--- src/rtl/pidr_pkg.sv ---
package pidr_pkg;

  localparam int unsigned CFG_INDEX_W = 4;

  localparam int unsigned REG_GAIN_P    = 0;
  localparam int unsigned REG_GAIN_I    = 1;
  localparam int unsigned REG_GAIN_D    = 2;
  localparam int unsigned REG_STEP_TIME = 3;
  localparam int unsigned REG_STEP_RATE = 4;
  localparam int unsigned REG_OUT_UPPER = 5;
  localparam int unsigned REG_OUT_LOWER = 6;
  localparam int unsigned REG_DEAD_BAND = 7;

  localparam logic signed [31:0] RST_GAIN_P    = 32'sd65536;
  localparam logic signed [31:0] RST_GAIN_I    = 32'sd0;
  localparam logic signed [31:0] RST_GAIN_D    = 32'sd0;
  localparam logic        [30:0] RST_STEP_TIME = 31'd655;
  localparam logic        [30:0] RST_STEP_RATE = 31'd6553600;
  localparam logic signed [31:0] RST_OUT_UPPER = 32'sh7FFF_FFFF;
  localparam logic signed [31:0] RST_OUT_LOWER = 32'sh8000_0000;
  localparam logic        [15:0] RST_DEAD_BAND = 16'd66;

  typedef struct packed {
    logic signed [31:0] target;
    logic signed [31:0] measured;
  } in_t;

  typedef struct packed {
    logic signed [31:0] drive;
    logic signed [31:0] p_part;
    logic signed [31:0] i_part;
    logic signed [31:0] d_part;
  } out_t;

  typedef struct packed {
    logic signed [31:0] gain_p;
    logic signed [31:0] gain_i;
    logic signed [31:0] gain_d;
    logic        [30:0] step_time;
    logic        [30:0] step_rate;
    logic signed [31:0] out_upper;
    logic signed [31:0] out_lower;
    logic        [15:0] dead_band;
  } cfg_t;

  typedef enum logic [2:0] {
    OP_P   = 3'd0,
    OP_INC = 3'd1,
    OP_DER = 3'd2,
    OP_I   = 3'd3,
    OP_D   = 3'd4
  } op_e;

  typedef struct packed {
    logic capture;
    logic load;
    logic mul_lo;
    logic mul_hi;
    logic wb;
    logic finish;
    op_e  op;
  } cmd_t;

endpackage

--- src/rtl/pidr_regs.sv ---
module pidr_regs import pidr_pkg::*; #(
  parameter int unsigned CfgIndexWidth = CFG_INDEX_W
) (
  input  logic                     clk_i,
  input  logic                     rst_ni,
  input  logic                     cfg_valid_i,
  input  logic [CfgIndexWidth-1:0] cfg_index_i,
  input  logic [31:0]              cfg_data_i,
  output cfg_t                     cfg_o
);

  cfg_t cfg_q, cfg_d;

  always_comb begin
    cfg_d = cfg_q;
    if (cfg_valid_i) begin
      case (cfg_index_i)
        CfgIndexWidth'(REG_GAIN_P):    cfg_d.gain_p    = cfg_data_i;
        CfgIndexWidth'(REG_GAIN_I):    cfg_d.gain_i    = cfg_data_i;
        CfgIndexWidth'(REG_GAIN_D):    cfg_d.gain_d    = cfg_data_i;
        CfgIndexWidth'(REG_STEP_TIME): cfg_d.step_time = cfg_data_i[30:0];
        CfgIndexWidth'(REG_STEP_RATE): cfg_d.step_rate = cfg_data_i[30:0];
        CfgIndexWidth'(REG_OUT_UPPER): cfg_d.out_upper = cfg_data_i;
        CfgIndexWidth'(REG_OUT_LOWER): cfg_d.out_lower = cfg_data_i;
        CfgIndexWidth'(REG_DEAD_BAND): cfg_d.dead_band = cfg_data_i[15:0];
        default: cfg_d = cfg_q;
      endcase
    end
  end

  always_ff @(posedge clk_i or negedge rst_ni) begin
    if (!rst_ni) begin
      cfg_q.gain_p    <= RST_GAIN_P;
      cfg_q.gain_i    <= RST_GAIN_I;
      cfg_q.gain_d    <= RST_GAIN_D;
      cfg_q.step_time <= RST_STEP_TIME;
      cfg_q.step_rate <= RST_STEP_RATE;
      cfg_q.out_upper <= RST_OUT_UPPER;
      cfg_q.out_lower <= RST_OUT_LOWER;
      cfg_q.dead_band <= RST_DEAD_BAND;
    end else begin
      cfg_q <= cfg_d;
    end
  end

  assign cfg_o = cfg_q;

endmodule

--- src/rtl/pidr_ctrl.sv ---
module pidr_ctrl import pidr_pkg::*; (
  input  logic clk_i,
  input  logic rst_ni,
  input  logic in_valid_i,
  output logic in_ready_o,
  output logic out_valid_o,
  input  logic out_ready_i,
  output cmd_t cmd_o
);

  typedef enum logic [5:0] {
    S_IDLE = 6'b000001,
    S_LOAD = 6'b000010,
    S_MLO  = 6'b000100,
    S_MHI  = 6'b001000,
    S_WB   = 6'b010000,
    S_FIN  = 6'b100000
  } state_e;

  state_e state_q, state_d;
  op_e    op_q, op_d;
  logic   out_valid_q, out_valid_d;

  always_comb begin
    state_d     = state_q;
    op_d        = op_q;
    out_valid_d = out_valid_q && !out_ready_i;
    cmd_o       = '0;
    cmd_o.op    = op_q;
    in_ready_o  = 1'b0;
    case (state_q)
      S_IDLE: begin
        in_ready_o = 1'b1;
        if (in_valid_i) begin
          cmd_o.capture = 1'b1;
          op_d          = OP_P;
          state_d       = S_LOAD;
        end
      end
      S_LOAD: begin
        cmd_o.load = 1'b1;
        state_d    = S_MLO;
      end
      S_MLO: begin
        cmd_o.mul_lo = 1'b1;
        state_d      = S_MHI;
      end
      S_MHI: begin
        cmd_o.mul_hi = 1'b1;
        state_d      = S_WB;
      end
      S_WB: begin
        cmd_o.wb = 1'b1;
        state_d  = S_LOAD;
        case (op_q)
          OP_P:    op_d = OP_INC;
          OP_INC:  op_d = OP_DER;
          OP_DER:  op_d = OP_I;
          OP_I:    op_d = OP_D;
          OP_D:    state_d = S_FIN;
          default: state_d = S_FIN;
        endcase
      end
      S_FIN: begin
        if (!out_valid_q || out_ready_i) begin
          cmd_o.finish = 1'b1;
          out_valid_d  = 1'b1;
          state_d      = S_IDLE;
        end
      end
      default: state_d = S_IDLE;
    endcase
  end

  always_ff @(posedge clk_i or negedge rst_ni) begin
    if (!rst_ni) begin
      state_q     <= S_IDLE;
      op_q        <= OP_P;
      out_valid_q <= 1'b0;
    end else begin
      state_q     <= state_d;
      op_q        <= op_d;
      out_valid_q <= out_valid_d;
    end
  end

  assign out_valid_o = out_valid_q;

endmodule

--- src/rtl/pidr_dpath.sv ---
module pidr_dpath import pidr_pkg::*; (
  input  logic clk_i,
  input  logic rst_ni,
  input  cfg_t cfg_i,
  input  cmd_t cmd_i,
  input  in_t  in_data_i,
  output out_t out_data_o
);

  localparam logic [63:0] CAP32_POS = 64'h0000_0000_7FFF_FFFF;
  localparam logic [63:0] CAP32_NEG = 64'h0000_0000_8000_0000;
  localparam logic [63:0] CAP48_POS = 64'h0000_7FFF_FFFF_FFFF;
  localparam logic [63:0] CAP48_NEG = 64'h0000_8000_0000_0000;

  logic signed [32:0] err_q, err_d, last_q, last_d;
  logic signed [47:0] sum_q, sum_d, deriv_q, deriv_d;
  logic signed [31:0] p_q, p_d, i_q, i_d, d_q, d_d;
  logic        [31:0] ma_q, ma_d;
  logic        [47:0] mb_q, mb_d;
  logic               neg_q, neg_d;
  logic        [79:0] acc_q, acc_d;
  out_t               out_q, out_d;

  logic        [32:0] aerr;
  logic               clear;
  logic signed [33:0] diff;
  logic signed [31:0] a_sel;
  logic signed [47:0] b_sel;
  logic        [55:0] part;
  logic        [63:0] mag, c32, c48, n32, n48, cap32, cap48;
  logic        [31:0] r32;
  logic        [47:0] r48;
  logic signed [48:0] s49;
  logic        [47:0] sum_sat;
  logic signed [33:0] total, upper, lower;

  // integral reset on sign change, zero current or previous error, or error inside dead band
  always_comb begin
    aerr  = err_q[32] ? -err_q : err_q;
    clear = (err_q == '0) || (last_q == '0) || (err_q[32] ^ last_q[32]) ||
            (aerr < {17'b0, cfg_i.dead_band});
  end

  // operand select and magnitudes for the shared multiplier
  always_comb begin
    diff = 34'(err_q) - 34'(last_q);
    case (cmd_i.op)
      OP_P: begin
        a_sel = cfg_i.gain_p;
        b_sel = 48'(err_q);
      end
      OP_INC: begin
        a_sel = $signed({1'b0, cfg_i.step_time});
        b_sel = 48'(err_q);
      end
      OP_DER: begin
        a_sel = $signed({1'b0, cfg_i.step_rate});
        b_sel = 48'(diff);
      end
      OP_I: begin
        a_sel = cfg_i.gain_i;
        b_sel = sum_q;
      end
      OP_D: begin
        a_sel = cfg_i.gain_d;
        b_sel = deriv_q;
      end
      default: begin
        a_sel = '0;
        b_sel = '0;
      end
    endcase
    ma_d  = a_sel[31] ? -a_sel : a_sel;
    mb_d  = b_sel[47] ? -b_sel : b_sel;
    neg_d = a_sel[31] ^ b_sel[47];
  end

  // 32x24 partial products, low half then high half
  always_comb begin
    part = ma_q * (cmd_i.mul_hi ? mb_q[47:24] : mb_q[23:0]);
    if (cmd_i.mul_hi) begin
      acc_d = acc_q + {part, 24'b0};
    end else begin
      acc_d = 80'(part);
    end
  end

  // truncate toward zero, saturate magnitude, apply sign; saturating integral sum
  always_comb begin
    mag   = acc_q[79:16];
    cap32 = neg_q ? CAP32_NEG : CAP32_POS;
    cap48 = neg_q ? CAP48_NEG : CAP48_POS;
    c32   = (mag > cap32) ? cap32 : mag;
    c48   = (mag > cap48) ? cap48 : mag;
    n32   = -c32;
    n48   = -c48;
    r32   = neg_q ? n32[31:0] : c32[31:0];
    r48   = neg_q ? n48[47:0] : c48[47:0];
    s49   = $signed({sum_q[47], sum_q}) + $signed({r48[47], r48});
    if (s49[48] != s49[47]) begin
      sum_sat = s49[48] ? CAP48_NEG[47:0] : CAP48_POS[47:0];
    end else begin
      sum_sat = s49[47:0];
    end
  end

  // drive sum and clamp
  always_comb begin
    total = 34'(p_q) + 34'(i_q) + 34'(d_q);
    upper = 34'(cfg_i.out_upper);
    lower = 34'(cfg_i.out_lower);
    out_d = out_q;
    if (cmd_i.finish) begin
      out_d.p_part = p_q;
      out_d.i_part = i_q;
      out_d.d_part = d_q;
      if (total > upper) begin
        out_d.drive = cfg_i.out_upper;
      end else if (total < lower) begin
        out_d.drive = cfg_i.out_lower;
      end else begin
        out_d.drive = total[31:0];
      end
    end
  end

  always_comb begin
    err_d   = err_q;
    last_d  = last_q;
    sum_d   = sum_q;
    deriv_d = deriv_q;
    p_d     = p_q;
    i_d     = i_q;
    d_d     = d_q;
    if (cmd_i.capture) begin
      err_d = 33'(in_data_i.target) - 33'(in_data_i.measured);
    end
    if (cmd_i.load && (cmd_i.op == OP_P) && clear) begin
      sum_d = '0;
    end
    if (cmd_i.load && (cmd_i.op == OP_DER)) begin
      last_d = err_q;
    end
    if (cmd_i.wb) begin
      case (cmd_i.op)
        OP_P:    p_d     = r32;
        OP_INC:  sum_d   = sum_sat;
        OP_DER:  deriv_d = r48;
        OP_I:    i_d     = r32;
        OP_D:    d_d     = r32;
        default: p_d     = p_q;
      endcase
    end
  end

  always_ff @(posedge clk_i or negedge rst_ni) begin
    if (!rst_ni) begin
      sum_q  <= '0;
      last_q <= '0;
    end else begin
      sum_q  <= sum_d;
      last_q <= last_d;
    end
  end

  always_ff @(posedge clk_i) begin
    err_q   <= err_d;
    deriv_q <= deriv_d;
    p_q     <= p_d;
    i_q     <= i_d;
    d_q     <= d_d;
    out_q   <= out_d;
    if (cmd_i.load) begin
      ma_q  <= ma_d;
      mb_q  <= mb_d;
      neg_q <= neg_d;
    end
    if (cmd_i.mul_lo || cmd_i.mul_hi) begin
      acc_q <= acc_d;
    end
  end

  assign out_data_o = out_q;

endmodule

--- src/rtl/pid_controller_with_integral_reset_core.sv ---
// the input is captured, the five products run, then finish registers the result
// one item at a time, no new input until finish; one 32x24 multiplier is shared by the
//   five products, each taking load, two partial products and writeback
// a held result does not block the next input; the finish step waits for it
// reset: registers to defaults, integral and previous error to zero, no result
module pid_controller_with_integral_reset_core import pidr_pkg::*; #(
  parameter int unsigned CfgIndexWidth = CFG_INDEX_W
) (
  input  logic                     clk_i,
  input  logic                     rst_ni,
  input  logic                     in_valid_i,
  output logic                     in_ready_o,
  input  in_t                      in_data_i,
  output logic                     out_valid_o,
  input  logic                     out_ready_i,
  output out_t                     out_data_o,
  input  logic                     cfg_valid_i,
  output logic                     cfg_ready_o,
  input  logic [CfgIndexWidth-1:0] cfg_index_i,
  input  logic [31:0]              cfg_data_i
);

  cfg_t cfg;
  cmd_t cmd;

  assign cfg_ready_o = 1'b1;

  pidr_regs #(
    .CfgIndexWidth(CfgIndexWidth)
  ) u_regs (
    .clk_i      (clk_i),
    .rst_ni     (rst_ni),
    .cfg_valid_i(cfg_valid_i),
    .cfg_index_i(cfg_index_i),
    .cfg_data_i (cfg_data_i),
    .cfg_o      (cfg)
  );

  pidr_ctrl u_ctrl (
    .clk_i      (clk_i),
    .rst_ni     (rst_ni),
    .in_valid_i (in_valid_i),
    .in_ready_o (in_ready_o),
    .out_valid_o(out_valid_o),
    .out_ready_i(out_ready_i),
    .cmd_o      (cmd)
  );

  pidr_dpath u_dpath (
    .clk_i     (clk_i),
    .rst_ni    (rst_ni),
    .cfg_i     (cfg),
    .cmd_i     (cmd),
    .in_data_i (in_data_i),
    .out_data_o(out_data_o)
  );

endmodule

--- config.mk ---
export PLATFORM = sky130hd
export DESIGN_NAME = pid_controller_with_integral_reset_core
export DESIGN_NICKNAME = d
export VERILOG_FILES = /design/src/rtl/pidr_pkg.sv /design/src/rtl/pidr_regs.sv /design/src/rtl/pidr_ctrl.sv /design/src/rtl/pidr_dpath.sv /design/src/rtl/pid_controller_with_integral_reset_core.sv
export SDC_FILE = /design/constraint.sdc
export NUM_CORES = 2
export LEC_CHECK = 0
export ABC_AREA = 0
export BUFFER_PORTS_ARGS = -buffer_cell sky130_fd_sc_hd__buf_2
export CAP_MARGIN = 5
export CORE_AREA = 2 2 409 411
export CTS_CLUSTER_DIAMETER = 60
export DETAILED_ROUTE_END_ITERATION = 6
export DIE_AREA = 0 0 411 413
export PLACE_DENSITY = 0.6
export RECOVER_POWER = 25
export SETUP_SLACK_MARGIN = 0.05
export SYNTH_ARGS = -nofsm -noshare
export SYNTH_HDL_FRONTEND = slang
export SYNTH_SLANG_ARGS = --single-unit
export TNS_END_PERCENT = 10
--- constraint.sdc ---
create_clock -name clk_i -period 31.4 [get_ports clk_i]
set_clock_uncertainty 0.2 [all_clocks]
set_input_delay 1.57 -clock clk_i [delete_from_list [all_inputs] [get_ports clk_i]]
set_output_delay 1.57 -clock clk_i [all_outputs]
set_load 0.03 [all_outputs]
==> results.yml <==
timing:
  setup_viol: 0
  maxSlewHeadroom_pct: -145
  drv_slew: 411
  hold_violations: 0
  finalCritPeriodShare_pct: 42.3
  rsz0062_at_grt: "no"
  tightest_slew_ns: 3.67
  min_period_ns: 13.27
  clock.fmax_mhz: 75.4
  fin_setup_tns_ns: 0
setup_path:
  crit_type: "reg -> reg"
  cp.required_ns: 31.63
  critPathMostFrequentCell: "fa_1"
  r2r_start: "u_ctrl.state_q[0]"
  max_stage_delay_ns: 0.83
  r2r_cells: 38
  crit_arrival_ns: 13.50
  cp-end-kind: "flop"
  slowest_stage: "a2111oi_0"
  crit_fanout: 91
  critPathLaunch: "u_ctrl.state_q[0]"
  startpoint_type: "flop"
synthesis:
  ys_dominant_reg_cell: "edfxtp_1"
  synth-seq-cells: 779
  yosys_warnings: 0
  synth_enable_flop_cells: 450
  synth.avg_cell_area_sq_um: 9.61
  synthArstFlopShare_pct: 42.2
  synth.distinct_cells: 113
  syn_nets: 9043
  synth.cell_area_sq_um: 74200
  synthCells: 7721
  yosysSeqAreaShare_pct: 29.4
global_routing:
  grt_pass1_vias: 58700
  grt.total_usage_pct: 27.5
  antenna_found_initial: 14
  grt_pass1_wl_mm: 358
  grt_max_degree: 92
  overflow: 0
final_layout:
  final_layout_size_suffix_gt1_share_pct: 10.8
  fin_area_sq_um: 80900
  nNetsFinal: 9118
  syn_to_final_growth_pct: 9.06
clocking:
  cts_sinks: 779
  cts_hold_buffers: 0
  cts_setup_buffers: 0
  cts_max_path_buffers: 3
  root_buffer: "clkbuf_16"
  clk_latency_ns: 0.72
  cts_tree: "done"
  cts-buffers-inserted: 96
  cts_max_level: 3
  path_clk_slew_ns: 0.06
  ctsResizeCount: 0
flow_run:
  max-cap-violations: 8
routing:
  drcViolationCount: 0
  wl_per_cell_um: 23.0
  vias: 58000
  first_iter_violations: 5189
  routed_wl_mm: 232
  vias_per_cell: 5.75
  first_pass_iters: 6
  ant_nets: 0
status:
  violations: "capacitance limit, slew limit"
  status: "finished, violations left"
die:
  initial_utilization_pct: 44.7
  ios: 236
  fp.coreArea_sq_um: 166000
  rows: 150
  die_area_sq_um: 170000
  die_w_um: 411
  die_y_um: 413
worst_hold_path:
  hp-class: "reg -> reg"
  min_path_cells: 0
  hp-start: "u_dpath.p_q[9]"
place:
  dpl-instance-area_sq_um: 77600
  place.gp.congestion: 0.924
  port_buffers: 234
  dp_hpwl_mm: 176
## Yosys cell counts, types with 33 or more instances
library cell	n	area [sq um]
a21o_1	184	1380
a21oi_1	406	2030
a22oi_1	55	413
a31oi_1	44	275
and2_1	286	1790
buf_2	33	165
clkbuf_1	303	1140
dfrtp_1	284	7110
dfstp_2	45	1180
edfxtp_1	450	13500
fa_1	695	13900
ha_1	522	6530
inv_1	970	3640
mux2_2	201	2260
mux2i_1	98	981
nand2_1	872	3270
nand2b_1	56	350
nand3_1	125	626
nand4_1	59	369
nor2_1	335	1260
nor2b_1	133	832
nor3_1	112	561
nor4_1	39	244
o211ai_1	38	285
o21a_1	61	458
o21ai_0	437	2190
o22ai_1	35	219
xnor2_1	164	1440
xor2_1	115	1010
## metal layers
| layer | track usage (%) | up-vias | share of wire, % |
|---|---|---|---|
| met5 | 0 | - | 0.012 |
| met4 | 8.10 | 4 | 3.0 |
| met3 | 3.67 | 373 | 6.8 |
| met2 | 43.6 | 2014 | 45 |
| met1 | 39.4 | 29300 | 45 |
| li1 | - | 26300 | - |
## path summary, 6_finish.rpt
kind / endpoint / slack, ns
worst max-delay path: u_dpath.acc_q[79] / 18.13
worst min-delay path: u_dpath.out_data_o[73] / 0.28
worst max register to register: u_dpath.acc_q[79] / 18.13
worst min register to register: u_dpath.out_data_o[73] / 0.28
max in group asynchronous: u_regs.cfg_o[103] / 23.84
min in group asynchronous: u_dpath.sum_q[47] / 1.79
## critical path, delay by kind of cell, from the launching register on
kind,cells,cell delay (ns)
buffers and inverters,4,0.94
adder cells (fa/ha/maj),9,3.99
AND/OR/NAND/NOR,10,2.49
flip-flops,1,0.58
XOR/XNOR,2,0.87
AO/OA/AOI/OAI,13,3.80
## through the flow
step	worst slack [ns]	hold slack [ns]	cells	util (%)
after floorplan	20.74	0.248	7721	-
after global placement	18.56	0.254	9902	46.8
after detailed placement	18.34	0.261	9902	46.8
after CTS	18.28	0.273	10100	48.8
after global routing	17.14	0.287	10100	48.7
final	18.13	0.277	10100	48.7
## final cells by class
| cell class | count | area (sq um) |
|---|---|---|
| sequential | 779 | 21800 |
| inverter | 972 | 3650 |
| fill | 15500 | 85000 |
| tap | 2204 | 2760 |
| antenna | 3 | 7.51 |
| multi-input combinational | 5594 | 47300 |
| clock inverter | 53 | 612 |
| clock buffer | 128 | 2690 |
| timing repair buffer | 353 | 2020 |
## logic make-up after synthesis
family	count (synthesis)	share of synthesized area, %
fa+ha+maj	1244	27.9
buf+inv	1348	6.96
flops	779	29.4
compound gates	1555	13.2
simple gates	2207	14.6
mux	307	4.60
other cells	1	0.00506
xor+xnor	280	3.33
## layout by cell type, fill, tap and decap left out, types with 38 or more instances in the layout
master	instances
inv_1	970
nand2_1	866
fa_1	695
ha_1	522
edfxtp_1	450
o21ai_0	434
a21oi_1	405
nor2_1	332
and2_1	284
dfrtp_1	281
buf_2	232
mux2_2	201
a21o_1	184
xnor2_1	164
nor2b_1	131
nand3_1	123
xor2_1	114
nor3_1	112
buf_4	109
clkbuf_16	98
mux2i_1	95
o21a_1	61
nand4_1	59
nand2b_1	56
a22oi_1	55
a31oi_1	44
dfstp_2	44
o211ai_1	38
## flip-flops by register name (all words and copies together), names as in the netlist
register / cells
u_dpath.err_q: 33
u_regs.cfg_o: 238
u_dpath.mb_q: 48
u_dpath.last_q: 33
u_dpath.acc_q: 64
u_ctrl.out_valid_o: 1
u_dpath.sum_q: 48
u_dpath.deriv_q: 48
u_dpath.out_data_o: 128
u_dpath.d_q: 32
u_ctrl.state_q: 6
u_dpath.i_q: 32
u_dpath.ma_q: 32
u_dpath.p_q: 32
u_ctrl.op_q: 3
u_dpath.neg_q: 1
Power is not shown: default switching activity piles up to over one toggle a cycle in this logic, so the estimate is an artifact.
